===== config.mk =====
export PLATFORM = sky130hd
export DESIGN_NAME = canonical_json_string_decoder_core
export DESIGN_NICKNAME = d
export VERILOG_FILES = /design/src/rtl/cjsd_pkg.sv /design/src/rtl/canonical_json_string_decoder_core.sv /design/src/rtl/cjsd_front.sv /design/src/rtl/cjsd_queue.sv /design/src/rtl/cjsd_back.sv
export SDC_FILE = /design/constraint.sdc
export NUM_CORES = 1
export LEC_CHECK = 0
export BUFFER_PORTS_ARGS = -buffer_cell sky130_fd_sc_hd__buf_2
export CORE_MARGIN = 2
export CORE_UTILIZATION = 57
export CTS_CLUSTER_DIAMETER = 30
export CTS_CLUSTER_SIZE = 30
export DETAILED_ROUTE_END_ITERATION = 8
export MAX_ROUTING_LAYER = met4
export PLACE_DENSITY = 0.83
export SYNTH_ARGS = -nofsm -noshare
export SYNTH_HDL_FRONTEND = slang
export SYNTH_HIERARCHICAL = 1
export SYNTH_SLANG_ARGS = --single-unit

===== constraint.sdc =====
create_clock -name clk -period 10.4 [get_ports clk]
set_input_delay 2.08 -clock clk [delete_from_list [all_inputs] [get_ports clk]]
set_output_delay 2.08 -clock clk [all_outputs]
set_load 0.005 [all_outputs]

===== src/rtl/cjsd_pkg.sv =====
`timescale 1ns / 1ps
`default_nettype none
// ----------------------------------------------------------------------------
// cjsd_pkg
// Types and constants shared by the canonical JSON string decoder modules.
// ----------------------------------------------------------------------------
package cjsd_pkg;

	typedef struct packed {
		logic [7:0] data_byte;
		logic       buffer_end;
	} in_item_t;

	typedef struct packed {
		logic [1:0] kind;
		logic [7:0] out_byte;
		logic [3:0] error_code;
		logic       run_last;
	} out_item_t;

	// All results caused by one input item: decoded bytes first, then at
	// most one done or error result.
	typedef struct packed {
		logic [2:0]      n_bytes;
		logic [3:0][7:0] bytes;
		logic            has_tail;
		logic [1:0]      tail_kind;
		logic [3:0]      tail_code;
	} bundle_t;

	localparam logic [1:0] KIND_BYTE = 2'd0;
	localparam logic [1:0] KIND_DONE = 2'd1;
	localparam logic [1:0] KIND_ERR  = 2'd2;

	localparam logic [3:0] ERR_NONE      = 4'd0;
	localparam logic [3:0] ERR_NO_QUOTE  = 4'd1;
	localparam logic [3:0] ERR_RAW_CHAR  = 4'd2;
	localparam logic [3:0] ERR_UTF8      = 4'd3;
	localparam logic [3:0] ERR_RAW_SEP   = 4'd4;
	localparam logic [3:0] ERR_ESC_END   = 4'd5;
	localparam logic [3:0] ERR_ESC_CHAR  = 4'd6;
	localparam logic [3:0] ERR_HEX_TRUNC = 4'd7;
	localparam logic [3:0] ERR_HEX_CASE  = 4'd8;
	localparam logic [3:0] ERR_HEX_VALUE = 4'd9;
	localparam logic [3:0] ERR_UNTERM    = 4'd10;

	localparam int QDEPTH = 4;
	localparam int QPTR_W = $clog2(QDEPTH);
	localparam int QCNT_W = $clog2(QDEPTH + 1);

endpackage
`default_nettype wire


===== src/rtl/canonical_json_string_decoder_core.sv =====
`timescale 1ns / 1ps
`default_nettype none
// ----------------------------------------------------------------------------
// canonical_json_string_decoder_core
// Strict JSON string decoder with UTF-8 validation, one byte per cycle.
// ----------------------------------------------------------------------------
// Results of a byte pass the bundle queue write, then the output register.
// Throughput: one byte per cycle while the bundle queue has room; a byte with
// k results gives k output items; the four-entry queue absorbs the difference.
// Reset: arst_n clears parser state, queue and output; the parser then waits
// for an opening quote.
module canonical_json_string_decoder_core (
	input  wire                 clk,
	input  wire                 arst_n,
	input  wire                 in_valid,
	output logic                in_ready,
	input  cjsd_pkg::in_item_t  in_item,
	output logic                out_valid,
	input  wire                 out_ready,
	output cjsd_pkg::out_item_t out_item
);

	logic              fire;
	logic              push;
	logic              pop;
	logic              full;
	logic              head_valid;
	cjsd_pkg::bundle_t bundle;
	cjsd_pkg::bundle_t head;

	assign in_ready = !full;
	assign fire     = in_valid && in_ready;

	cjsd_front u_front (
		.clk    (clk),
		.arst_n (arst_n),
		.fire   (fire),
		.item   (in_item),
		.push   (push),
		.bundle (bundle)
	);

	cjsd_queue u_queue (
		.clk        (clk),
		.arst_n     (arst_n),
		.push       (push),
		.wr_data    (bundle),
		.pop        (pop),
		.full       (full),
		.head_valid (head_valid),
		.head       (head)
	);

	cjsd_back u_back (
		.clk        (clk),
		.arst_n     (arst_n),
		.head_valid (head_valid),
		.head       (head),
		.pop        (pop),
		.out_valid  (out_valid),
		.out_ready  (out_ready),
		.out_item   (out_item)
	);

endmodule
`default_nettype wire


===== src/rtl/cjsd_front.sv =====
`timescale 1ns / 1ps
`default_nettype none
// ----------------------------------------------------------------------------
// cjsd_front
// Parser state machine: classifies each byte and builds its result bundle.
// ----------------------------------------------------------------------------
module cjsd_front (
	input  wire                 clk,
	input  wire                 arst_n,
	input  wire                 fire,
	input  cjsd_pkg::in_item_t  item,
	output logic                push,
	output cjsd_pkg::bundle_t   bundle
);

	typedef enum logic [2:0] {
		PH_WAIT,
		PH_STR,
		PH_UTF,
		PH_ESC,
		PH_HEX,
		PH_IDLE
	} phase_t;

	phase_t      phase_q, phase_d;
	logic [23:0] held_q, held_d;
	logic [2:0]  seq_len_q, seq_len_d;
	logic [1:0]  seq_idx_q, seq_idx_d;
	logic [15:0] hex_q, hex_d;
	logic [2:0]  hex_cnt_q, hex_cnt_d;
	logic        hex_bad_q, hex_bad_d;

	logic [7:0]  b;
	logic        ok;
	logic [3:0]  dig;
	logic        dig_ok;
	logic        html, sep, ctl;
	cjsd_pkg::bundle_t bnd;

	assign b = item.data_byte;

	always_comb begin
		phase_d   = phase_q;
		held_d    = held_q;
		seq_len_d = seq_len_q;
		seq_idx_d = seq_idx_q;
		hex_d     = hex_q;
		hex_cnt_d = hex_cnt_q;
		hex_bad_d = hex_bad_q;
		bnd       = '0;
		ok        = 1'b0;
		dig       = 4'd0;
		dig_ok    = 1'b0;
		html      = 1'b0;
		sep       = 1'b0;
		ctl       = 1'b0;

		unique case (phase_q)
			PH_WAIT: begin
				if (b == 8'h22) begin
					phase_d = PH_STR;
				end else begin
					bnd.has_tail  = 1'b1;
					bnd.tail_kind = cjsd_pkg::KIND_ERR;
					bnd.tail_code = cjsd_pkg::ERR_NO_QUOTE;
					phase_d       = PH_IDLE;
				end
			end
			PH_STR: begin
				if (b == 8'h22) begin
					bnd.has_tail  = 1'b1;
					bnd.tail_kind = cjsd_pkg::KIND_DONE;
					phase_d       = PH_IDLE;
				end else if (b == 8'h5c) begin
					phase_d = PH_ESC;
				end else if (b < 8'h20 || b == 8'h3c || b == 8'h3e || b == 8'h26) begin
					bnd.has_tail  = 1'b1;
					bnd.tail_kind = cjsd_pkg::KIND_ERR;
					bnd.tail_code = cjsd_pkg::ERR_RAW_CHAR;
					phase_d       = PH_IDLE;
				end else if (!b[7]) begin
					bnd.n_bytes  = 3'd1;
					bnd.bytes[0] = b;
				end else if (b >= 8'hc2 && b <= 8'hf4) begin
					seq_len_d = (b <= 8'hdf) ? 3'd2 : ((b <= 8'hef) ? 3'd3 : 3'd4);
					seq_idx_d = 2'd1;
					held_d    = {16'h0000, b};
					phase_d   = PH_UTF;
				end else begin
					bnd.has_tail  = 1'b1;
					bnd.tail_kind = cjsd_pkg::KIND_ERR;
					bnd.tail_code = cjsd_pkg::ERR_UTF8;
					phase_d       = PH_IDLE;
				end
			end
			PH_UTF: begin
				ok = (b[7:6] == 2'b10);
				if (seq_idx_q == 2'd1) begin
					if (held_q[7:0] == 8'he0 && b < 8'ha0) ok = 1'b0;
					if (held_q[7:0] == 8'hed && b >= 8'ha0) ok = 1'b0;
					if (held_q[7:0] == 8'hf0 && b < 8'h90) ok = 1'b0;
					if (held_q[7:0] == 8'hf4 && b > 8'h8f) ok = 1'b0;
				end
				if (!ok) begin
					bnd.has_tail  = 1'b1;
					bnd.tail_kind = cjsd_pkg::KIND_ERR;
					bnd.tail_code = cjsd_pkg::ERR_UTF8;
					phase_d       = PH_IDLE;
				end else if (({1'b0, seq_idx_q} + 3'd1) < seq_len_q) begin
					held_d    = {held_q[15:0], b};
					seq_idx_d = seq_idx_q + 2'd1;
				end else if (seq_len_q == 3'd3 && held_q == 24'h00e280 &&
					(b == 8'ha8 || b == 8'ha9)) begin
					bnd.has_tail  = 1'b1;
					bnd.tail_kind = cjsd_pkg::KIND_ERR;
					bnd.tail_code = cjsd_pkg::ERR_RAW_SEP;
					phase_d       = PH_IDLE;
				end else begin
					bnd.n_bytes = seq_len_q;
					case (seq_len_q)
						3'd2: begin
							bnd.bytes[0] = held_q[7:0];
							bnd.bytes[1] = b;
						end
						3'd3: begin
							bnd.bytes[0] = held_q[15:8];
							bnd.bytes[1] = held_q[7:0];
							bnd.bytes[2] = b;
						end
						default: begin
							bnd.bytes[0] = held_q[23:16];
							bnd.bytes[1] = held_q[15:8];
							bnd.bytes[2] = held_q[7:0];
							bnd.bytes[3] = b;
						end
					endcase
					held_d    = '0;
					seq_len_d = '0;
					seq_idx_d = '0;
					phase_d   = PH_STR;
				end
			end
			PH_ESC: begin
				phase_d     = PH_STR;
				bnd.n_bytes = 3'd1;
				case (b)
					8'h22: bnd.bytes[0] = 8'h22;
					8'h5c: bnd.bytes[0] = 8'h5c;
					8'h62: bnd.bytes[0] = 8'h08;
					8'h66: bnd.bytes[0] = 8'h0c;
					8'h6e: bnd.bytes[0] = 8'h0a;
					8'h72: bnd.bytes[0] = 8'h0d;
					8'h74: bnd.bytes[0] = 8'h09;
					8'h75: begin
						bnd.n_bytes = 3'd0;
						hex_d       = '0;
						hex_cnt_d   = '0;
						hex_bad_d   = 1'b0;
						phase_d     = PH_HEX;
					end
					default: begin
						bnd.n_bytes   = 3'd0;
						bnd.has_tail  = 1'b1;
						bnd.tail_kind = cjsd_pkg::KIND_ERR;
						bnd.tail_code = cjsd_pkg::ERR_ESC_CHAR;
						phase_d       = PH_IDLE;
					end
				endcase
			end
			PH_HEX: begin
				if (b >= 8'h30 && b <= 8'h39) begin
					dig    = b[3:0];
					dig_ok = 1'b1;
				end else if (b >= 8'h61 && b <= 8'h66) begin
					dig    = b[3:0] + 4'd9;
					dig_ok = 1'b1;
				end
				hex_bad_d = hex_bad_q | ~dig_ok;
				hex_d     = {hex_q[11:0], dig};
				hex_cnt_d = hex_cnt_q + 3'd1;
				html = hex_d == 16'h003c || hex_d == 16'h003e || hex_d == 16'h0026;
				sep  = hex_d == 16'h2028 || hex_d == 16'h2029;
				ctl  = hex_d < 16'h0020 && hex_d != 16'h0008 && hex_d != 16'h0009 &&
					hex_d != 16'h000a && hex_d != 16'h000c && hex_d != 16'h000d;
				if (hex_cnt_q == 3'd3) begin
					if (hex_bad_d) begin
						bnd.has_tail  = 1'b1;
						bnd.tail_kind = cjsd_pkg::KIND_ERR;
						bnd.tail_code = cjsd_pkg::ERR_HEX_CASE;
						phase_d       = PH_IDLE;
					end else if (!html && !sep && !ctl) begin
						bnd.has_tail  = 1'b1;
						bnd.tail_kind = cjsd_pkg::KIND_ERR;
						bnd.tail_code = cjsd_pkg::ERR_HEX_VALUE;
						phase_d       = PH_IDLE;
					end else begin
						if (hex_d[15:7] == '0) begin
							bnd.n_bytes  = 3'd1;
							bnd.bytes[0] = hex_d[7:0];
						end else if (hex_d[15:11] == '0) begin
							bnd.n_bytes  = 3'd2;
							bnd.bytes[0] = {3'b110, hex_d[10:6]};
							bnd.bytes[1] = {2'b10, hex_d[5:0]};
						end else begin
							bnd.n_bytes  = 3'd3;
							bnd.bytes[0] = {4'b1110, hex_d[15:12]};
							bnd.bytes[1] = {2'b10, hex_d[11:6]};
							bnd.bytes[2] = {2'b10, hex_d[5:0]};
						end
						hex_d     = '0;
						hex_cnt_d = '0;
						phase_d   = PH_STR;
					end
				end
			end
			default: begin
				phase_d = PH_IDLE;
			end
		endcase

		if (item.buffer_end) begin
			case (phase_d)
				PH_STR: begin
					bnd.has_tail  = 1'b1;
					bnd.tail_kind = cjsd_pkg::KIND_ERR;
					bnd.tail_code = cjsd_pkg::ERR_UNTERM;
				end
				PH_UTF: begin
					bnd.has_tail  = 1'b1;
					bnd.tail_kind = cjsd_pkg::KIND_ERR;
					bnd.tail_code = cjsd_pkg::ERR_UTF8;
				end
				PH_ESC: begin
					bnd.has_tail  = 1'b1;
					bnd.tail_kind = cjsd_pkg::KIND_ERR;
					bnd.tail_code = cjsd_pkg::ERR_ESC_END;
				end
				PH_HEX: begin
					bnd.has_tail  = 1'b1;
					bnd.tail_kind = cjsd_pkg::KIND_ERR;
					bnd.tail_code = cjsd_pkg::ERR_HEX_TRUNC;
				end
				default: begin
				end
			endcase
			phase_d   = PH_WAIT;
			held_d    = '0;
			seq_len_d = '0;
			seq_idx_d = '0;
			hex_d     = '0;
			hex_cnt_d = '0;
			hex_bad_d = 1'b0;
		end
	end

	assign bundle = bnd;
	assign push   = fire && (bnd.n_bytes != 3'd0 || bnd.has_tail);

	always_ff @(posedge clk or negedge arst_n) begin
		if (!arst_n) begin
			phase_q   <= PH_WAIT;
			held_q    <= '0;
			seq_len_q <= '0;
			seq_idx_q <= '0;
			hex_q     <= '0;
			hex_cnt_q <= '0;
			hex_bad_q <= 1'b0;
		end else if (fire) begin
			phase_q   <= phase_d;
			held_q    <= held_d;
			seq_len_q <= seq_len_d;
			seq_idx_q <= seq_idx_d;
			hex_q     <= hex_d;
			hex_cnt_q <= hex_cnt_d;
			hex_bad_q <= hex_bad_d;
		end
	end

	a_end_resets: assert property (@(posedge clk) disable iff (!arst_n)
		fire && item.buffer_end |=> phase_q == PH_WAIT)
		else $error("phase not reset after buffer end");

	a_bundle_size: assert property (@(posedge clk) disable iff (!arst_n)
		push |-> bundle.n_bytes <= 3'd4 &&
			!(bundle.has_tail && bundle.tail_kind == cjsd_pkg::KIND_BYTE))
		else $error("malformed result bundle");

endmodule
`default_nettype wire


===== src/rtl/cjsd_queue.sv =====
`timescale 1ns / 1ps
`default_nettype none
// ----------------------------------------------------------------------------
// cjsd_queue
// Small FIFO of result bundles between the parser and the output serializer.
// ----------------------------------------------------------------------------
module cjsd_queue (
	input  wire                clk,
	input  wire                arst_n,
	input  wire                push,
	input  cjsd_pkg::bundle_t  wr_data,
	input  wire                pop,
	output logic               full,
	output logic               head_valid,
	output cjsd_pkg::bundle_t  head
);

	cjsd_pkg::bundle_t mem_q [cjsd_pkg::QDEPTH];

	logic [cjsd_pkg::QPTR_W-1:0] wr_ptr_q;
	logic [cjsd_pkg::QPTR_W-1:0] rd_ptr_q;
	logic [cjsd_pkg::QCNT_W-1:0] count_q;

	assign full       = count_q == cjsd_pkg::QCNT_W'(cjsd_pkg::QDEPTH);
	assign head_valid = count_q != '0;
	assign head       = mem_q[rd_ptr_q];

	always_ff @(posedge clk) begin
		if (push) begin
			mem_q[wr_ptr_q] <= wr_data;
		end
	end

	always_ff @(posedge clk or negedge arst_n) begin
		if (!arst_n) begin
			wr_ptr_q <= '0;
			rd_ptr_q <= '0;
			count_q  <= '0;
		end else begin
			if (push) begin
				wr_ptr_q <= wr_ptr_q + 1'b1;
			end
			if (pop) begin
				rd_ptr_q <= rd_ptr_q + 1'b1;
			end
			if (push && !pop) begin
				count_q <= count_q + 1'b1;
			end else if (pop && !push) begin
				count_q <= count_q - 1'b1;
			end
		end
	end

	a_no_overflow: assert property (@(posedge clk) disable iff (!arst_n)
		push |-> !full)
		else $error("bundle queue overflow");

	a_no_underflow: assert property (@(posedge clk) disable iff (!arst_n)
		pop |-> head_valid)
		else $error("bundle queue underflow");

endmodule
`default_nettype wire


===== src/rtl/cjsd_back.sv =====
`timescale 1ns / 1ps
`default_nettype none
// ----------------------------------------------------------------------------
// cjsd_back
// Output serializer: walks the head bundle one result item per cycle unless stalled.
// ----------------------------------------------------------------------------
module cjsd_back (
	input  wire                 clk,
	input  wire                 arst_n,
	input  wire                 head_valid,
	input  cjsd_pkg::bundle_t   head,
	output logic                pop,
	output logic                out_valid,
	input  wire                 out_ready,
	output cjsd_pkg::out_item_t out_item
);

	logic [2:0]          idx_q;
	logic [2:0]          total;
	logic                is_last;
	logic                load;
	logic                out_valid_q;
	cjsd_pkg::out_item_t out_q;
	cjsd_pkg::out_item_t cur;

	assign total   = head.n_bytes + {2'b00, head.has_tail};
	assign is_last = (idx_q + 3'd1) == total;
	assign load    = head_valid && (!out_valid_q || out_ready);
	assign pop     = load && is_last;

	always_comb begin
		cur          = '0;
		cur.run_last = is_last;
		if (idx_q < head.n_bytes) begin
			cur.kind     = cjsd_pkg::KIND_BYTE;
			cur.out_byte = head.bytes[idx_q[1:0]];
		end else begin
			cur.kind       = head.tail_kind;
			cur.error_code = head.tail_code;
		end
	end

	always_ff @(posedge clk or negedge arst_n) begin
		if (!arst_n) begin
			idx_q       <= '0;
			out_valid_q <= 1'b0;
		end else if (load) begin
			out_valid_q <= 1'b1;
			idx_q       <= is_last ? 3'd0 : idx_q + 3'd1;
		end else if (out_ready) begin
			out_valid_q <= 1'b0;
		end
	end

	always_ff @(posedge clk) begin
		if (load) begin
			out_q <= cur;
		end
	end

	assign out_valid = out_valid_q;
	assign out_item  = out_q;

	a_idx_in_range: assert property (@(posedge clk) disable iff (!arst_n)
		head_valid |-> idx_q < total)
		else $error("serializer index beyond bundle");

	a_pop_rewinds: assert property (@(posedge clk) disable iff (!arst_n)
		pop |=> idx_q == 3'd0)
		else $error("serializer index not rewound after pop");

endmodule
`default_nettype wire


==> out/metrics.cfg <==
[run_status]
status=complete, no violations

[place]
place_congestion=0.994
dp_hpwl_um=17900
port_buffers=29

[cts]
clk-insertion-delay-late_ns=0.55
cts_sinks=242
cts_buffer_depth=3
cts_tree=yes
clkTransAtPathRegs_ns=0.05
ctsHtreeMaxLevel=2
cts_resized=0
numCtsBuffers=45
post_cts_buffers=0
ctsHoldBuffers=0
clock-root-buffer=clkbuf_16

[logic_synthesis]
synth_nets=929
syn_inst=895
yosys-top-cells-area=edfxtp_1, dfrtp_1, mux4_2, nand2_1, o21ai_0
ys_seq_elements=242
synth_area_mm2=0.0118
synth_edf_count=183
avgSynthCellArea_um2=13.1
ys_types=83
yosys.area.top_type=edfxtp_1
synthTopCellsByCount=edfxtp_1, nand2_1, o21ai_0
ys_async_sr_fraction_pct=24.4
synth_ff_type=edfxtp_1
ys_warn_count=6
yosysSeqAreaShare_pct=59.3
netlist.area_leader.share_pct=46.7
synthMostInstantiatedCell=edfxtp_1

[hold_path]
hold_path.class=reg2reg
hold_start=u_front/hex_cnt_q[2]$_DFFE_PN0P_
hold_path_end=u_front/hex_cnt_q[2]$_DFFE_PN0P_
hold_path_depth=2

[timing]
slew_headroom_pct=23.4
rsz0062_at_grt=no
setup_viol=0
period_share_pct=56.1
slew_viol_final=0
fmax_mhz=171
worst_pin_slew_ns=1.15
fin_setup_tns_ns=0
period_minus_slack_ns=5.84
hold_violations=0
clock_skew_ns=0.0292

[global_route]
first_global_vias=7651
grt.overflow.total=0
grt_usage_pct=28.2
grt_max_degree=60
antenna_found_initial=0
grt_pass1_wl_um=44800

[layout]
fin_util_pct=66.5
multi_input_area_mm2=0.00440
nFillCells=1422
area_growth_pct=14.4
seq_area_mm2=0.00697
final_layout_size_suffix_gt1_share_pct=19.7
diodes=0
layout.nets=950

[power]
power_density_mw_per_mm2=296
leakagePower_nw=4.87
max-vdd-ir-drop_mv=0.171
finalPower_mw=3.98

[drt]
firstDrtPassIters=6
viasPerCell=6.46
drc=0
detail-route-antenna-nets=0
routed_wl_um=29400
avgRoutedWirePerCell_um=24.1
drtIter0Drc=795
vias=7886

[critical_path]
r2r-start=u_front/held_q[11]$_DFFE_PN0P_
path_max_fanout=14
crit_chain=buf_2 -> inv_1 -> ha_1 -> nand4_1 -> or3b_2 -> a21oi_1 -> nor2_1 -> and3_1 -> a2111oi_0 -> nor2b_1 -> a31oi_1 -> ha_1 -> inv_1 -> fa_1 -> mux2_2
end_kind=flop
required_ns=10.83
critPathBufInv=3
slowest_stage=a2111oi_0
cp-start-kind=input port
cpLargestDelayFamily=simple AND/OR/NAND/NOR gates
crit_path_max_incr_delay_ns=0.72
worstSetupPathType=in2reg
reg2reg_depth=8
startpoint=in_item[1]
reg2reg_slack_ns=5.64
r2r-end=u_queue/mem_q[1][21]$_DFFE_PP_
arrival_ns=6.27

[die]
num_io_pins=30
die_w_um=148
start_util_pct=58.1
die_area_mm2=0.0218
num_rows=52
core-area_mm2=0.0202
die_y_um=148

[run]
cap_violations=0

-- placed cells by master (no fill, tap or decap), types with 5 or more instances in the layout --
cell type / count
clkinv_4: 6
a21oi_1: 28
buf_2: 29
nand4_1: 7
nand2_1: 94
clkinv_2: 5
clkinv_1: 6
nor3_1: 15
and3_1: 15
buf_4: 7
a211oi_1: 11
nor3b_1: 9
xor2_1: 7
a221oi_1: 6
and2_1: 10
nor2_1: 60
inv_1: 19
mux4_2: 46
nor4_1: 9
o2bb2ai_1: 5
clkbuf_16: 45
a22o_1: 7
clkinvlp_4: 7
a31oi_1: 5
nor2b_1: 15
mux2i_1: 17
nand2b_1: 10
edfxtp_1: 183
a21o_1: 5
o21ai_0: 64
xnor2_1: 6
dfrtp_1: 57
nand3_1: 12
ha_1: 20
-- through the flow --
stage	setup WS [ns]	hold slack, ns	std cells	area, um2
2_1_floorplan	4.50	0.449	895	11800
3_3_place_gp	4.18	0.464	1139	12000
3_5_place_dp	4.10	0.471	1139	12000
4_1_cts	4.57	0.481	1221	13500
5_1_grt	4.23	0.499	1221	13500
6_report	4.56	0.480	1221	13500
-- per-layer routing --
| metal | GRT usage, % | vias up | routed length (um) |
|---|---|---|---|
| met3 | 5.25 | 72 | 2170 |
| met1 | 37.9 | 3935 | 12000 |
| met4 | 11.5 | 0 | 1030 |
| met5 | - | - | 0 |
| li1 | - | 3482 | - |
| met2 | 43.0 | 397 | 14200 |
-- report_power, final --
part           total [mW]  switching [mW]  internal, mW
combinational        1.09           0.614         0.476
sequential           1.49           0.171          1.32
clock                1.40           0.513         0.885
-- worst reg2reg max path, delay by kind of cell (launching register included) --
family	cells	cell delay [ns]
simple gates	6	3.16
flops	1	0.41
compound gates	2	0.75
-- cells by family (layout without fill, tap and decap cells) --
group / after synthesis / in the layout / share of synthesized area, %
and+or+nand+nor: 292 / 292 / 12.8
DFF: 242 / 242 / 59.3
AOI/OAI and AO/OA: 175 / 175 / 9.79
buffers and inverters: 81 / 137 / 3.42
muxes: 69 / 69 / 11.3
adders and majority gates: 21 / 21 / 2.30
xor gates and xnor gates: 14 / 14 / 1.11
other: 1 / 1 / 0.0319
-- flip-flops by register name, summed over array words and instances, names as in the netlist --
name and flops:
u_back/out_valid 1, u_front/seq_len_q 3, u_front/hex_cnt_q 3, u_queue/wr_ptr_q 2
u_front/hex_bad_q 1, u_queue/mem_q 168, u_queue/rd_ptr_q 2, u_front/phase_q 3
u_queue/count_q 3, u_front/hex_q 12, u_back/idx_q 3, u_back/out_item 15
u_front/seq_idx_q 2, u_front/held_q 24
-- final cells by class --
cell class	instances	share of cell area (%)
multi-input cells	572	32.7
repair buffers	36	1.47
inverters	19	0.530
clock buffers	49	8.56
well taps	270	2.51
flip-flops and latches	242	51.8
clock inverters	33	2.42
-- worst max path at each step --
stage	endpoint	slack, ns	depth (start not counted)
floorplan	u_queue/mem_q[1][0]$_DFFE_PP_	4.50	13
global placement	u_queue/mem_q[1][37]$_DFFE_PP_	4.18	9
detailed placement	u_queue/mem_q[1][37]$_DFFE_PP_	4.10	9
CTS	u_queue/mem_q[0][23]$_DFFE_PP_	4.57	9
global route	u_queue/mem_q[0][23]$_DFFE_PP_	4.23	9
finish	u_queue/count_q[1]$_DFFE_PN0P_	4.56	15
Power figures use the tool's default switching activity.
